[src/hdl/ft12_pkg.sv]
// Package with the shared types and constants of the FT1.2 link frame checker.
`timescale 1ns / 1ps

package ft12_pkg;

    localparam logic [7:0] START_FIXED = 8'h10;
    localparam logic [7:0] START_VAR   = 8'h68;
    localparam logic [7:0] END_BYTE    = 8'h16;

    typedef enum logic [1:0] {
        KIND_REJECTED = 2'd0,
        KIND_FIXED    = 2'd1,
        KIND_VARIABLE = 2'd2
    } t_kind;

    typedef enum logic [2:0] {
        ST_OK        = 3'd0,
        ST_SHORT     = 3'd1,
        ST_FRAMING   = 3'd2,
        ST_CHECKSUM  = 3'd3,
        ST_LENGTH    = 3'd4
    } t_status;

    // Per-frame state collected from the words seen so far.
    typedef struct packed {
        logic [8:0]  idx;
        logic [7:0]  start_code;
        logic [7:0]  declared_length;
        logic [7:0]  held_control;
        logic [15:0] held_address;
        logic [7:0]  running_sum;
        logic [7:0]  previous_byte;
    } t_frame_state;

    typedef struct packed {
        t_kind       kind;
        t_status     status;
        logic [7:0]  control_byte;
        logic        direction_bit;
        logic        primary_bit;
        logic        frame_count_bit;
        logic        count_valid_bit;
        logic        access_demand_bit;
        logic        flow_control_bit;
        logic [3:0]  function_code;
        logic        function_valid;
        logic [15:0] link_address;
    } t_result;

endpackage

[src/hdl/ft12_if.sv]


interface ft12_res_if;
    logic        valid;
    logic        ready;
    logic [1:0]  frame_kind;
    logic [2:0]  status;
    logic [7:0]  control_byte;
    logic        direction_bit;
    logic        primary_bit;
    logic        frame_count_bit;
    logic        count_valid_bit;
    logic        access_demand_bit;
    logic        flow_control_bit;
    logic [3:0]  function_code;
    logic        function_valid;
    logic [15:0] link_address;

    modport source (
        output valid, output frame_kind, output status, output control_byte,
        output direction_bit, output primary_bit, output frame_count_bit,
        output count_valid_bit, output access_demand_bit, output flow_control_bit,
        output function_code, output function_valid, output link_address,
        input ready
    );
    modport sink (
        input valid, input frame_kind, input status, input control_byte,
        input direction_bit, input primary_bit, input frame_count_bit,
        input count_valid_bit, input access_demand_bit, input flow_control_bit,
        input function_code, input function_valid, input link_address,
        output ready
    );
endinterface

[src/hdl/ft12_verdict.sv]
// Verdict logic and result register: frame checks and control byte decode.
`timescale 1ns / 1ps

module ft12_verdict
    import ft12_pkg::*;
(
    input  logic          i_clk,
    input  logic          i_rst_n,
    input  logic          i_load,
    input  logic [7:0]    i_byte,
    input  t_frame_state  i_state,
    input  logic [1:0]    i_addr_len,
    output logic          o_free,
    ft12_res_if.source    o_res
);

    logic [9:0] w_size;
    logic [9:0] w_fixed_size;
    logic [7:0] w_var_sum;
    logic [7:0] w_c;
    logic [3:0] w_fc;
    t_result    w_res;
    t_result    r_res;
    logic       r_valid;

    assign w_size       = {1'b0, i_state.idx} + 10'd1;
    assign w_fixed_size = 10'd4 + {8'b0, i_addr_len};
    // The accumulator already holds the checksum word, so it is taken back out.
    assign w_var_sum    = (w_size >= 10'd6) ?
                          (i_state.running_sum - i_state.previous_byte) : 8'd0;
    assign w_c          = i_state.held_control;
    assign w_fc         = w_c[3:0];

    always_comb begin
        w_res        = '0;
        w_res.kind   = KIND_REJECTED;
        w_res.status = ST_OK;
        if (w_size < w_fixed_size) begin
            w_res.status = ST_SHORT;
        end else if (i_byte != END_BYTE ||
                     (i_state.start_code != START_FIXED &&
                      i_state.start_code != START_VAR)) begin
            w_res.status = ST_FRAMING;
        end else if (i_state.start_code == START_FIXED) begin
            if (i_state.running_sum != 8'd0) begin
                w_res.status = ST_CHECKSUM;
            end else if (w_size != w_fixed_size) begin
                w_res.status = ST_LENGTH;
            end else begin
                w_res.kind = KIND_FIXED;
            end
        end else begin
            if (w_var_sum != i_state.previous_byte) begin
                w_res.status = ST_CHECKSUM;
            end else if (w_size != {2'b0, i_state.declared_length} + 10'd6) begin
                w_res.status = ST_LENGTH;
            end else begin
                w_res.kind = KIND_VARIABLE;
            end
        end

        if (w_res.kind != KIND_REJECTED) begin
            w_res.control_byte      = w_c;
            w_res.direction_bit     = w_c[7];
            w_res.primary_bit       = w_c[6];
            w_res.frame_count_bit   = !w_c[7] && w_c[6] && w_c[5];
            w_res.count_valid_bit   = !w_c[7] && w_c[6] && w_c[4];
            w_res.access_demand_bit = !w_c[7] && !w_c[6] && w_c[5];
            w_res.flow_control_bit  = (w_c[7] || !w_c[6]) && w_c[4];
            w_res.function_code     = w_fc;
            w_res.function_valid    = (w_fc <= 4'd4) || (w_fc >= 4'd8 && w_fc <= 4'd11);
            w_res.link_address      = i_state.held_address;
        end
    end

    assign o_free = !r_valid || o_res.ready;

    always_ff @(posedge i_clk) begin
        if (!i_rst_n) begin
            r_valid <= 1'b0;
        end else if (i_load) begin
            r_valid <= 1'b1;
        end else if (o_res.ready) begin
            r_valid <= 1'b0;
        end
    end

    always_ff @(posedge i_clk) begin
        if (i_load) begin
            r_res <= w_res;
        end
    end

    assign o_res.valid             = r_valid;
    assign o_res.frame_kind        = r_res.kind;
    assign o_res.status            = r_res.status;
    assign o_res.control_byte      = r_res.control_byte;
    assign o_res.direction_bit     = r_res.direction_bit;
    assign o_res.primary_bit       = r_res.primary_bit;
    assign o_res.frame_count_bit   = r_res.frame_count_bit;
    assign o_res.count_valid_bit   = r_res.count_valid_bit;
    assign o_res.access_demand_bit = r_res.access_demand_bit;
    assign o_res.flow_control_bit  = r_res.flow_control_bit;
    assign o_res.function_code     = r_res.function_code;
    assign o_res.function_valid    = r_res.function_valid;
    assign o_res.link_address      = r_res.link_address;

endmodule

[src/flat_wrapper.sv]
// flat-port wrapper written by rule: the top's interface ports become plain ports
module ft12_verdict_flat import ft12_pkg::*;
  (i_clk, i_rst_n, i_load, i_byte, i_state, i_addr_len, o_free, o_res_valid, o_res_frame_kind, o_res_status, o_res_control_byte, o_res_direction_bit, o_res_primary_bit, o_res_frame_count_bit, o_res_count_valid_bit, o_res_access_demand_bit, o_res_flow_control_bit, o_res_function_code, o_res_function_valid, o_res_link_address, o_res_ready);
  ft12_res_if o_res_i ();
  input  logic i_clk;
  input  logic i_rst_n;
  input  logic i_load;
  input  logic [7:0] i_byte;
  input  t_frame_state i_state;
  input  logic [1:0] i_addr_len;
  output logic o_free;
  output wire logic [$bits(o_res_i.valid)-1:0] o_res_valid;
  output wire logic [$bits(o_res_i.frame_kind)-1:0] o_res_frame_kind;
  output wire logic [$bits(o_res_i.status)-1:0] o_res_status;
  output wire logic [$bits(o_res_i.control_byte)-1:0] o_res_control_byte;
  output wire logic [$bits(o_res_i.direction_bit)-1:0] o_res_direction_bit;
  output wire logic [$bits(o_res_i.primary_bit)-1:0] o_res_primary_bit;
  output wire logic [$bits(o_res_i.frame_count_bit)-1:0] o_res_frame_count_bit;
  output wire logic [$bits(o_res_i.count_valid_bit)-1:0] o_res_count_valid_bit;
  output wire logic [$bits(o_res_i.access_demand_bit)-1:0] o_res_access_demand_bit;
  output wire logic [$bits(o_res_i.flow_control_bit)-1:0] o_res_flow_control_bit;
  output wire logic [$bits(o_res_i.function_code)-1:0] o_res_function_code;
  output wire logic [$bits(o_res_i.function_valid)-1:0] o_res_function_valid;
  output wire logic [$bits(o_res_i.link_address)-1:0] o_res_link_address;
  input wire logic [$bits(o_res_i.ready)-1:0] o_res_ready;
  assign o_res_valid = o_res_i.valid;
  assign o_res_frame_kind = o_res_i.frame_kind;
  assign o_res_status = o_res_i.status;
  assign o_res_control_byte = o_res_i.control_byte;
  assign o_res_direction_bit = o_res_i.direction_bit;
  assign o_res_primary_bit = o_res_i.primary_bit;
  assign o_res_frame_count_bit = o_res_i.frame_count_bit;
  assign o_res_count_valid_bit = o_res_i.count_valid_bit;
  assign o_res_access_demand_bit = o_res_i.access_demand_bit;
  assign o_res_flow_control_bit = o_res_i.flow_control_bit;
  assign o_res_function_code = o_res_i.function_code;
  assign o_res_function_valid = o_res_i.function_valid;
  assign o_res_link_address = o_res_i.link_address;
  assign o_res_i.ready = o_res_ready;
  ft12_verdict u_core (.i_clk(i_clk), .i_rst_n(i_rst_n), .i_load(i_load), .i_byte(i_byte), .i_state(i_state), .i_addr_len(i_addr_len), .o_free(o_free), .o_res(o_res_i));
endmodule
[config.mk]
export PLATFORM = sky130hd
export DESIGN_NAME = ft12_verdict_flat
export DESIGN_NICKNAME = d
export VERILOG_FILES = /design/src/hdl/ft12_pkg.sv /design/src/hdl/ft12_if.sv /design/src/hdl/ft12_verdict.sv /design/src/flat_wrapper.sv
export SDC_FILE = /design/constraint.sdc
export NUM_CORES = 1
export LEC_CHECK = 0
export BUFFER_PORTS_ARGS = -buffer_cell sky130_fd_sc_hd__buf_2
export CORE_MARGIN = 2
export CORE_UTILIZATION = 47
export DETAILED_ROUTE_END_ITERATION = 7
export PLACE_DENSITY = 0.87
export SYNTH_ARGS = -nofsm -noshare
export SYNTH_HDL_FRONTEND = slang
export SYNTH_SLANG_ARGS = --single-unit
[constraint.sdc]
create_clock -name i_clk -period 4 [get_ports i_clk]
set_input_delay 0.4 -clock i_clk [delete_from_list [all_inputs] [get_ports i_clk]]
set_output_delay 0.4 -clock i_clk [all_outputs]
set_load 0.01 [all_outputs]
==> results, run 1 <==
- The run finished with clean final reports.
- Before antenna repair, the detailed router went through 4 iterations.
- The cell family with the largest share of critical-path delay is compound AO/OA/AOI/OAI gates.
- The overflow left after global routing is 0.
- The critical path's slowest cell is a31oi_1.
- TritonCTS built the clock tree.
- The mapped cell area is 2550 um^2.
- By area the synthesized netlist is led by edfxtp_1, nor2b_1, xnor2_1.
- The number of H-tree levels is 2.
- The smallest clock period supported by the final layout is computed as 3290 ps.
- Setup repair after global routing left no endpoint under its margin.
- The count of hold buffers inserted by post-cts repair is 0.
- After floorplanning, the core was sized to cover 5170 um^2.
- Once the clock tree was built, the resizer swapped 0 gates to a different size.
- The final clock period utilization by the worst path is 82.3%.
- The count of warnings emitted by yosys is 0.
- The global-route total usage across every layer is 20.3%.
- The final net count is 456.
- The headroom to the max-slew limit is 51.4%.
- The number of buffers added by the clock tree synthesis step is 5.
- The type of the setup path with the least slack is in -> reg.
- After floorplanning, the core was divided into 26 placement rows.
- The largest voltage drop on the vdd net is 0.151 mV.
- The worst hold slack is 375 ps.
- Leaving out fill and tap cells, the most frequent cell in the layout is buf_2.
- The top cell type by area accounts for 40.1% of the synthesized area.
- For the worst setup path, the data arrival time is 3400 ps.
- Counting flops and latches in the post-synthesis netlist gives 35.
- The async set or reset register ratio after synthesis is 0%.
- The clock passes through at most 2 buffers.
- The number of antenna violations at the first check in global routing was 0.
- The total of buffers placed on input and output ports is 120.
- The floorplan step defined a die boundary enclosing 6020 um^2.
- Synthesis produced 248 cells.
- The detail route stage leaves a number of antenna-violating nets equal to 0.
- The number of max-slew violations in the final report was 0.
- The worst setup path is launched from an input pin.
- In this run the horizontal extent of the chip is 77.6 um.
- The area growth from synthesis to layout is 27.6%.
- Between clock sinks in the finished design, the worst skew comes to 0 ps.
- The diode insertion count for antenna repair is 0.
- The via count normalized by instance count is 5.37.
- Pin placement for this block handled 121 I/O pins.
- The count of maximum capacitance violations is 0.
- The type of the most critical hold path is in -> reg.
- The effective utilization at floorplan is 49.2%.
- The share of post-route cells with drive strength above 1 is 38.6%.
- For this run, the top clock speed supported by timing is 304 MHz.
- The HPWL after detailed placement is 4.93 mm.
- After clock tree synthesis, the setup repair step added 0 buffers.
- For this run, design rule violations remaining after detail routing come to 0.
- The type of element capturing the critical path is a flip-flop.
- The top flip-flop cell by instance count after synthesis is edfxtp_1.
- The total negative slack for setup checks is 0 ps.
- The number of endpoints with negative hold slack in the final report was 0.
- Leaving out fill and tap cells, the most frequent cells in the layout are buf_2, edfxtp_1, nor2b_1.
- The critical path buffer and inverter count is 3.
- For this design, the sink count on the clock tree is 35.
- The synthesized design contains 34 enable-type register cells.
- The fraction of the yosys area taken by sequential cells is 40.9%.
- The total placed instance area is 3170 um^2.
- For this run, the number of standard cells in the final layout without fillers is 435.
- The number of failing setup endpoints in the final timing report is 0.
- The finished cells cover 3250 um^2.
- Power spread over the standard cell area amounts to 273 nW/um^2.
- The first routing iteration left 139 violations.
- Traced cell by cell, the critical path runs through buf_2 -> inv_1 -> ha_1 -> a21o_1 -> a31oi_1 -> o21ai_0 -> xnor2_1 -> mux2_4 -> nor4_2 -> a31oi_2 -> buf_4 -> nor4b_4.
- The cell count after placement is 428.
- The clock-pin slew on the worst setup and hold paths is 60 ps.
- In this run the static leakage power is 1.39 nW.
- Synthesis produced a netlist with a net count of 339.
- The number of global-route vias before repair is 2250.
- The vertical die dimension is 77.6 um.
- For the pin with the worst max-slew slack, the measured transition is 729 ps.
- The later-pin clock latency in the skew report is 270 ps.
- For this block, the via count after detailed routing is 2337.
- The average size of a mapped cell is 10.3 um^2.
- Of all nets on the critical path, the largest fanout is 29.
- The cell sitting at the root of the clock tree is a clkbuf_8.
- The mean routed wirelength per cell is 13.6 um.
- For this run, the slowest stage of the critical path takes 480 ps.
- At the worst endpoint, the required time is 4110 ps.
- The biggest area contributor in the post-synthesis netlist is edfxtp_1.
- The netlist uses 64 different library cells.
- The congestion estimate from routability-driven global placement came to 0.941.
- The wire length of the first global-routing pass is 9.94 mm.
- The largest net degree at the start of global routing is 36.
- For this block, the routed nets add up to 5.93 mm of wire.
## worst register-to-register path: cells and delay by family, from the launching register on
| kind | cells | cell delay (ps) |
|---|---|---|
| flops | 1 | 330 |
| compound gates | 1 | 150 |
| simple gates | 1 | 70 |
## state kept, by name, summed over array words and instances, names as in the netlist, 2 cells and up
signal,cells
u_core.o_res.frame_kind,2
u_core.o_res.status,3
u_core.o_res.control_byte,4
u_core.o_res.function_code,3
u_core.o_res.link_address,16
## synthesized netlist by cell type, drive strengths merged, types with 2 or more instances
| cell | number |
|---|---|
| nor3b | 3 |
| nand3 | 6 |
| and3 | 4 |
| o21a | 4 |
| a21oi | 9 |
| nand3b | 2 |
| inv | 18 |
| nor2b | 26 |
| xnor2 | 17 |
| o41ai | 2 |
| nor4 | 5 |
| or4 | 3 |
| nand2b | 4 |
| nor2 | 12 |
| a31o | 2 |
| xor2 | 4 |
| nand4 | 3 |
| edfxtp | 34 |
| a41oi | 2 |
| or3 | 3 |
| or2 | 2 |
| nor3 | 4 |
| o2111ai | 3 |
| buf | 10 |
| a31oi | 2 |
| o21ai | 8 |
| nor4b | 3 |
| a21o | 3 |
| a211oi | 2 |
| clkbuf | 2 |
| nand2 | 10 |
| a22oi | 2 |
| ha | 11 |
## path summary, 6_finish.rpt
path / from / endpoint / slack, ps / cells past startpoint
setup / recovery: i_state[2] / u_core.o_res.access_demand_bit / 710 / 12
hold / removal: i_rst_n / u_core.o_res.valid / 370 / 2
setup reg to reg: u_core.o_res.valid / u_core.o_res.valid / 3380 / 2
hold reg to reg: u_core.o_res.valid / u_core.o_res.valid / 510 / 2
## metrics by stage
| step | worst slack (ps) | power, mW | utilization (%) |
|---|---|---|---|
| global route | 348 | 0.935 | 62.8 |
| detailed placement | 474 | 0.667 | 61.3 |
| CTS | 748 | 0.891 | 62.8 |
| floorplan | 940 | 0.573 | - |
| global placement | 524 | 0.661 | 61.3 |
| finish | 709 | 0.886 | 62.8 |
## area by class of cell
cell class / instances / area (um^2)
inverter: 18 / 67.6
tap: 70 / 87.6
timing repair buffer: 122 / 616
clock inverter: 2 / 8.76
multi-input combinational: 183 / 1360
sequential: 35 / 1040
fill: 438 / 1920
clock buffer: 5 / 68.8
## power breakdown
| part | internal, mW | leakage (nW) | switching [mW] |
|---|---|---|---|
| sequential | 0.420 | 0.332 | 0.00553 |
| combinational | 0.110 | 1.02 | 0.125 |
| clock | 0.116 | 0.0414 | 0.111 |
| total | 0.645 | 1.39 | 0.241 |
## routing by layer
layer  up-vias  global-route usage (%)  routed length, um
met3         5                    3.95                415
met2       103                    36.2               2960
met5         -                       0                  0
met4         0                    5.71                 56
met1      1076                    24.8               2500
li1       1153                       -                  -
## cells by family after synthesis
group           Yosys count  share of synthesized area [%]
xor+xnor                 21                           7.22
buf+inv                  30                           5.99
compound gates           54                           15.9
fa+ha+maj                12                           6.19
mux                       2                          0.983
flops                    35                           40.9
simple gates             94                           22.8
Note: power is estimated with default switching activity, not from simulation.
==> run 2, diff against run 1 <==
Settings changed: ABC_AREA set to 1, CORE_UTILIZATION 47 to 43, PLACE_DENSITY 0.87 to 0.83.
Clock period 4 ns to 2.93 ns, I/O delays scaled along.
==> results, run 2 <==
- The total detailed-routing wirelength was 6.03 mm (+1.7%).
- STA classifies the critical path startpoint as an input pin.
- The number of failing setup endpoints in the final timing report came to 0 (unchanged).
- The vertical die dimension was 82.4 um (+6.2%).
- The final RePlAce weighted congestion is 0.891 (-5.3%).
- The number of synthesized flops with an enable pin is 34 (unchanged).
- The global-route total usage across every layer came to 17.1% (-3.2 points).
- The post-layout instance count excluding filler cells came to 536 (+23%).
- The headroom to the max-slew limit came to 49.8% (-1.6 points).
- The minimum clock period is 2650 ps.
- The post-route clock skew is 0 ps (unchanged).
- Setup repair after global routing left no endpoint under its margin.
- The number of synthesized register bits was 35 (unchanged).
- The total power density per cell area is 363 nW/um^2 (+33%).
- The flow ran to the end, and the final reports show no timing, DRC or antenna violations.
- Among the stages of the critical path, the cell type that occurs most often is nand2_1.
- The async set or reset register ratio after synthesis was 0% (unchanged).
- The fraction of the yosys area taken by sequential cells is 39.4% (-1.5 points).
- The later-pin clock latency in the skew report is 280 ps (about the same).
- The number of setup buffers added after CTS is 0 (unchanged).
- The highest fanout seen on the critical path is 23 (-21%).
- The final cell utilization of the core is 56.6% (-6.2 points).
- The floorplan die width is 82.4 um (+6.2%).
- The count of maximum capacitance violations is 0 (unchanged).
- The total of buffers placed on input and output ports came to 120 (unchanged).
- The number of sinks on the clock net is 35 (unchanged).
- The clock-pin slew on the worst setup and hold paths is 70 ps (about the same).
- The number of DRC markers in iteration 0 is 76 (-45%).
- The critical path buffer and inverter count is 3 (unchanged).
- The setup path with the least slack is of type in -> reg.
- The top cell type's share of synthesized area is 38.6% (-1.5 points).
- The cell count after synthesis was 341 (+38%).
- The cell count after placement is 528 (+23%).
- The number of antenna violations at the first check in global routing is 0 (unchanged).
- The final net count is 551 (+21%).
- The tree is rooted in a clkbuf_8.
- The number of global-route vias before repair is 2255 (+0.22%).
- The count of hold buffers inserted by post-cts repair is 0 (unchanged).
- The largest voltage drop on the vdd net is 0.324 mV (+110%).
- The TritonCTS clock tree is yes.
- The most common library cell in the layout ignoring fill and taps is buf_2.
- The number of max-slew violations in the final report came to 0 (unchanged).
- The area enclosed by the die boundary is 6790 um^2 (+13%).
- The number of distinct library cells after synthesis is 29 (-55%).
- The slowest stage of the critical path is the inv_2 cell.
- The effective utilization at floorplan was 44.7% (-4.6 points).
- The total via count in the routed design is 2515 (+7.6%).
- The number of instances resized during post-cts repair came to 0 (unchanged).
- Compared with the post-synthesis result, the final layout area differs by 26.7%.
- The post-detailed-placement half-perimeter wirelength is 5.08 mm (+3.0%).
- The type of element capturing the critical path is a flip-flop.
- The count of warnings emitted by yosys came to 0 (unchanged).
- The data arrival time of the critical path was 2670 ps (-730 ps).
- The maximum clock path buffer count is 2 (unchanged).
- The number of remaining DRC errors came to 0 (unchanged).
- The average size of a mapped cell is 7.76 um^2 (-24%).
- The stage delay of the slowest cell on the critical path is 420 ps (-60 ps).
- The number of buffers added by the clock tree synthesis step is 5 (unchanged).
- edfxtp_1 takes more of the synthesized area than any other cell.
- The transition time at the pin with the least slew margin is 753 ps (+23.8 ps).
- The largest net degree at the start of global routing is 36 (unchanged).
- The placeable core area is 5920 um^2 (+14%).
- The cell with the most instances after synthesis is inv_1.
- The mapped cell area is 2650 um^2 (+3.9%).
- The number of endpoints with negative hold slack in the final report came to 0 (unchanged).
- The total negative slack for setup checks came to 0 ps (unchanged).
- The cell family with the largest share of critical-path delay is simple AND/OR/NAND/NOR gates.
- The signal on the critical path passes through buf_2 -> ha_1 -> nand2_1 -> inv_1 -> nor2_1 -> nand3_1 -> nor2_1 -> nand3_1 -> nand2_2 -> nand2_1 -> nand2_1 -> nand2_1 -> nand2_1 -> nor2_2 -> nand3_2 -> nand2_2 -> inv_2 -> nor2_1.
- The count of pins on the block boundary is 121 (unchanged).
- The wire length of the first global-routing pass came to 9.11 mm (-8.3%).
- Ranked by instance count, the synthesized netlist is headed by inv_1, nand2_1, edfxtp_1.
- The library cells used most frequently in the layout, excluding fill and tap cells, are buf_2, inv_1, nand2_1.
- The via count normalized by instance count is 4.69 (-13%).
- The final clock period utilization by the worst path is 90.6%.
- The timing-limited maximum frequency is 377 MHz.
- The remaining number of nets flagged by the antenna check after routing is 0 (unchanged).
- The worst hold slack was 258 ps (-117 ps).
- The number of H-tree levels is 2 (unchanged).
- The overall power after layout is 1.22 mW (+37%).
- The number of cell rows came to 28 (+7.7%).
- The first-pass detailed-route iteration total is 4 (unchanged).
- The leakage power figure was 1.76 nW (+27%).
- The top flip-flop cell by instance count after synthesis is edfxtp_1.
- The diode insertion count for antenna repair is 0 (unchanged).
- The number of nets produced by synthesis was 432 (+27%).
- The share of post-route cells with drive strength above 1 came to 35.8% (-2.8 points).
- The number of flip-flops under the largest register name is 16 (unchanged).
- The overflow left after global routing is 0 (unchanged).
- The mean routed wirelength per cell was 11.3 um (-18%).
- The type of the most critical hold path is in -> reg.
- Ranked by total cell area, the synthesized netlist is headed by edfxtp_1, inv_1, nand2_1.
- The endpoint required time on the critical path is 2940 ps (-1170 ps).
run 2: cell types whose count changed in the layout (fill, tap and decap cells not counted), sizes merged, moves of 10 or more:
cell,before,now
inv,18,75
nand2,10,77
nand3,6,28
nor2,12,56
nor2b,26,0
xnor2,17,7
run 2: area by class of cell:
class	count	area, um^2
Sequential cell	35	1040
Clock inverter	3	15.0
Fill cell	545	2570
Inverter	75	282
Multi-Input combinational cell	222	1240
Tap cell	75	93.8
Clock buffer	5	68.8
Timing Repair Buffer	121	608
run 2: kinds of logic (layout without fill, tap and decap cells):
kind of cell,after synthesis,count (layout),synth area share [%]
fa+ha+maj,12,12,5.96
compound gates,18,18,3.93
simple gates,177,177,32.2
xor+xnor,15,15,4.97
flops,35,35,39.4
buf+inv,84,204,13.6
run 2: worst paths after layout:
check	from	end	slack [ps]	depth (start not counted)
max	i_state[56]	u_core.o_res.link_address[5]	280	18
min	i_rst_n	u_core.o_res.valid	260	2
max reg2reg	u_core.o_res.valid	u_core.o_res.valid	2310	2
min reg2reg	u_core.o_res.valid	u_core.o_res.valid	510	2
run 2: worst reg2reg max path, cell delays in order (launching register included):
cell and delay (ps):
dfxtp_1 330, nand2_1 70, a21boi_0 140
run 2: report_power, final:
group / switching [mW] / total, mW / leakage (nW) / internal, mW
Sequential: 0.00719 / 0.580 / 0.332 / 0.572
Combinational: 0.181 / 0.312 / 1.39 / 0.132
Clock: 0.164 / 0.325 / 0.0392 / 0.161
Total: 0.351 / 1.22 / 1.76 / 0.865
run 2: through the flow:
step                instance area (um^2)  setup slack, ps
CTS                                 3350              274
finish                              3350              276
floorplan                           2650              604
detailed placement                  3270            -27.8
global placement                    3270              126
global route                        3350             25.1
run 2: routing by layer:
| layer | vias up | wire length (um) | GRT usage (%) |
|---|---|---|---|
| met5 | - | 0 | 0 |
| met4 | 0 | 89 | 3.33 |
| met3 | 8 | 425 | 2.93 |
| met2 | 96 | 3090 | 34.0 |
| met1 | 1106 | 2420 | 18.8 |
| li1 | 1305 | - | - |
==> run 3, diff against run 2 <==
Settings changed: ABC_AREA 1 to unset, CORE_UTILIZATION 43 to 42, PLACE_DENSITY 0.83 to 0.76.
==> results, run 3 (synthesized netlist as in run 1, its figures left out) <==
- The flow ran to the end, and the final reports show no timing, DRC or antenna violations.
- The minimum clock period came to 2800 ps (+146 ps).
- The largest net degree at the start of global routing is 36 (unchanged).
- The transition time at the pin with the least slew margin is 758 ps (+4.74 ps).
- The number of global-route vias before repair is 2242 (-0.58%).
- The effective utilization at floorplan is 43.3% (-1.4 points).
- The final net count was 480 (-13%).
- The worst setup path is launched from an input pin.
- The number of failing setup endpoints in the final timing report is 0 (unchanged).
- Setup repair after global routing could not meet its margin everywhere.
- The largest voltage drop on the vdd net is 0.315 mV (-2.8%).
- The overflow left after global routing is 0 (unchanged).
- The vertical die dimension is 81.9 um (-0.69%).
- The number of max-slew violations in the final report is 0 (unchanged).
- The clock root buffer master is clkbuf_8.
- The portion of total power attributed to sequential cells is 45.7% (-1.9 points).
- The path with the worst hold slack has its endpoint at u_core.o_res.valid.
- The timing-limited maximum frequency is 357 MHz (-5.2%).
- The number of remaining DRC errors is 0 (unchanged).
- The internal power of the cells came to 0.915 mW (+5.7%).
- The count of hold buffers inserted by post-cts repair is 0 (unchanged).
- The number of cell rows is 28 (unchanged).
- The number of endpoints with negative hold slack in the final report is 0 (unchanged).
- The diode insertion count for antenna repair is 0 (unchanged).
- The register area is 1040 um^2 (unchanged).
- The cell count of the worst hold path is 2 (unchanged).
- The remaining number of nets flagged by the antenna check after routing is 0 (unchanged).
- The number of buffers added by the clock tree synthesis step was 5 (unchanged).
- The type of element capturing the critical path is a flip-flop.
- The later-pin clock latency in the skew report was 280 ps (about the same).
- The via count normalized by instance count came to 5.30 (+13%).
- The placeable core area came to 5890 um^2 (-0.59%).
- The number of antenna violations at the first check in global routing is 0 (unchanged).
- The total via count in the routed design is 2460 (-2.2%).
- The clock share of power is 25.1% (-1.6 points).
- The highest fanout seen on the critical path is 29 (+26%).
- The worst register-to-register path begins at u_core.o_res.valid.
- The count of pins on the block boundary is 121 (unchanged).
- The post-detailed-placement half-perimeter wirelength is 5.05 mm (-0.58%).
- The total detailed-routing wirelength is 6.13 mm (+1.6%).
- The most common library cell in the layout ignoring fill and taps is buf_2.
- The clock-pin slew on the worst setup and hold paths was 60 ps (about the same).
- The wire length of the first global-routing pass came to 9.58 mm (+5.1%).
- The number of flip-flops under the largest register name was 16 (unchanged).
- The final RePlAce weighted congestion is 0.929 (+4.2%).
- The final-layout fill cell count is 550 (+0.92%).
- The worst hold path belongs to the class in -> reg.
- The final cell utilization of the core is 59.3% (+2.7 points).
- The endpoint required time on the critical path came to 3040 ps (+100 ps).
- The logic depth of the worst register-to-register path was 2 (unchanged).
- The floorplan die width was 81.9 um (-0.69%).
- The count of maximum capacitance violations is 0 (unchanged).
- From synthesis to final layout, the design area changed by 37.0%.
- TritonCTS built the clock tree.
- The share of post-route cells with drive strength above 1 is 44.0% (+8.2 points).
- The global-route total usage across every layer came to 18.4% (+1.3 points).
- The maximum clock path buffer count is 2 (unchanged).
- The post-route clock skew is 0 ps (unchanged).
- The hold path startpoint is i_rst_n.
- The area enclosed by the die boundary is 6700 um^2 (-1.4%).
- The reg-to-reg setup timing slack is 2330 ps (+20 ps).
- The headroom to the max-slew limit is 49.5% (-0.32 points).
- The mean routed wirelength per cell came to 13.2 um (+17%).
- The total power density per cell area is 364 nW/um^2 (+0.16%).
- The leakage power figure is 1.52 nW (-14%).
- The worst register-to-register path ends at u_core.o_res.valid.
- The first-pass detailed-route iteration total was 4 (unchanged).
- The power spent charging and discharging nets is 0.354 mW (+0.61%).
- The overall power after layout is 1.27 mW (+4.2%).
- In the layout the commonest cells are buf_2, edfxtp_1, nor2b_1.
- The number of sinks on the clock net is 35 (unchanged).
- The number of DRC markers in iteration 0 is 53 (-30%).
- The switching power as a share of total power is 27.9% (-1.0 points).
- The area of combinational cells with multiple inputs is 1400 um^2 (+13%).
- The total of buffers placed on input and output ports came to 120 (unchanged).
- The final clock period utilization by the worst path is 95.5% (+5.0 points).
- The critical path is of the in -> reg type.
- The data arrival time of the critical path is 2910 ps (+240 ps).
- The total negative slack for setup checks is 0 ps (unchanged).
- The number of H-tree levels is 2 (unchanged).
- The combinational share of power is 29.2% (+3.5 points).
[run 3: worst max-delay path by stage]
| stage | start | to | slack (ps) | cells after the start |
|---|---|---|---|---|
| floorplan | i_state[59] | u_core.o_res.access_demand_bit | -20 | 11 |
| global placement | i_state[8] | u_core.o_res.access_demand_bit | -170 | 12 |
| detailed placement | i_state[8] | u_core.o_res.access_demand_bit | -280 | 12 |
| CTS | i_state[8] | u_core.o_res.access_demand_bit | 20 | 12 |
| global route | i_state[8] | u_core.o_res.access_demand_bit | -30 | 12 |
| finish | i_state[8] | u_core.o_res.access_demand_bit | 130 | 12 |
[run 3: cell type report]
| class | count | area share, % |
|---|---|---|
| Inverter | 18 | 1.94 |
| Clock inverter | 2 | 0.251 |
| Timing Repair Buffer | 146 | 23.2 |
| Sequential cell | 35 | 29.8 |
| Clock buffer | 5 | 1.97 |
| Multi-Input combinational cell | 183 | 40.1 |
| Tap cell | 75 | 2.69 |
[run 3: per-layer routing]
metal | track usage (%) | part of all wire, % | vias up
li1 | - | - | 1202
met1 | 20.7 | 41 | 1151
met2 | 35.2 | 50 | 99
met3 | 3.08 | 7.1 | 8
met4 | 5.50 | 1.4 | 0
met5 | 0 | 0 | -
[run 3: critical path: stages]
cell	delay, ps
buf_2	120
nand2b_1	180
fa_2	370
a21o_1	180
a211oi_2	270
o31ai_2	100
o41ai_2	340
o2111ai_2	180
nor4_4	300
a31oi_2	160
buf_12	190
nor4b_4	220
[run 3: through the flow]
| stage | hold WS, ps | area [um^2] | worst slack (ps) | cells |
|---|---|---|---|---|
| 4_1_cts | 249 | 3460 | 16.4 | 464 |
| 6_report | 257 | 3490 | 131 | 464 |
| 2_1_floorplan | 405 | 2560 | -18.5 | 248 |
| 3_3_place_gp | 488 | 3380 | -167 | 457 |
| 5_1_grt | 252 | 3490 | -27.0 | 464 |
| 3_5_place_dp | 495 | 3380 | -278 | 457 |
[run 3: repair_timing]
item,4_1_cts,5_1_grt
gates resized for setup,0,6
endpoints found under the setup margin,0,30
buffers inserted,0,0
[run 3: power groups by stage]
stage | logic, mW | clock network, mW | registers (mW)
finish | 0.370 | 0.318 | 0.580
global route | 0.409 | 0.343 | 0.583
floorplan | 0.178 | 0 | 0.606
global placement | 0.348 | 0 | 0.590
detailed placement | 0.356 | 0 | 0.591
CTS | 0.358 | 0.328 | 0.580
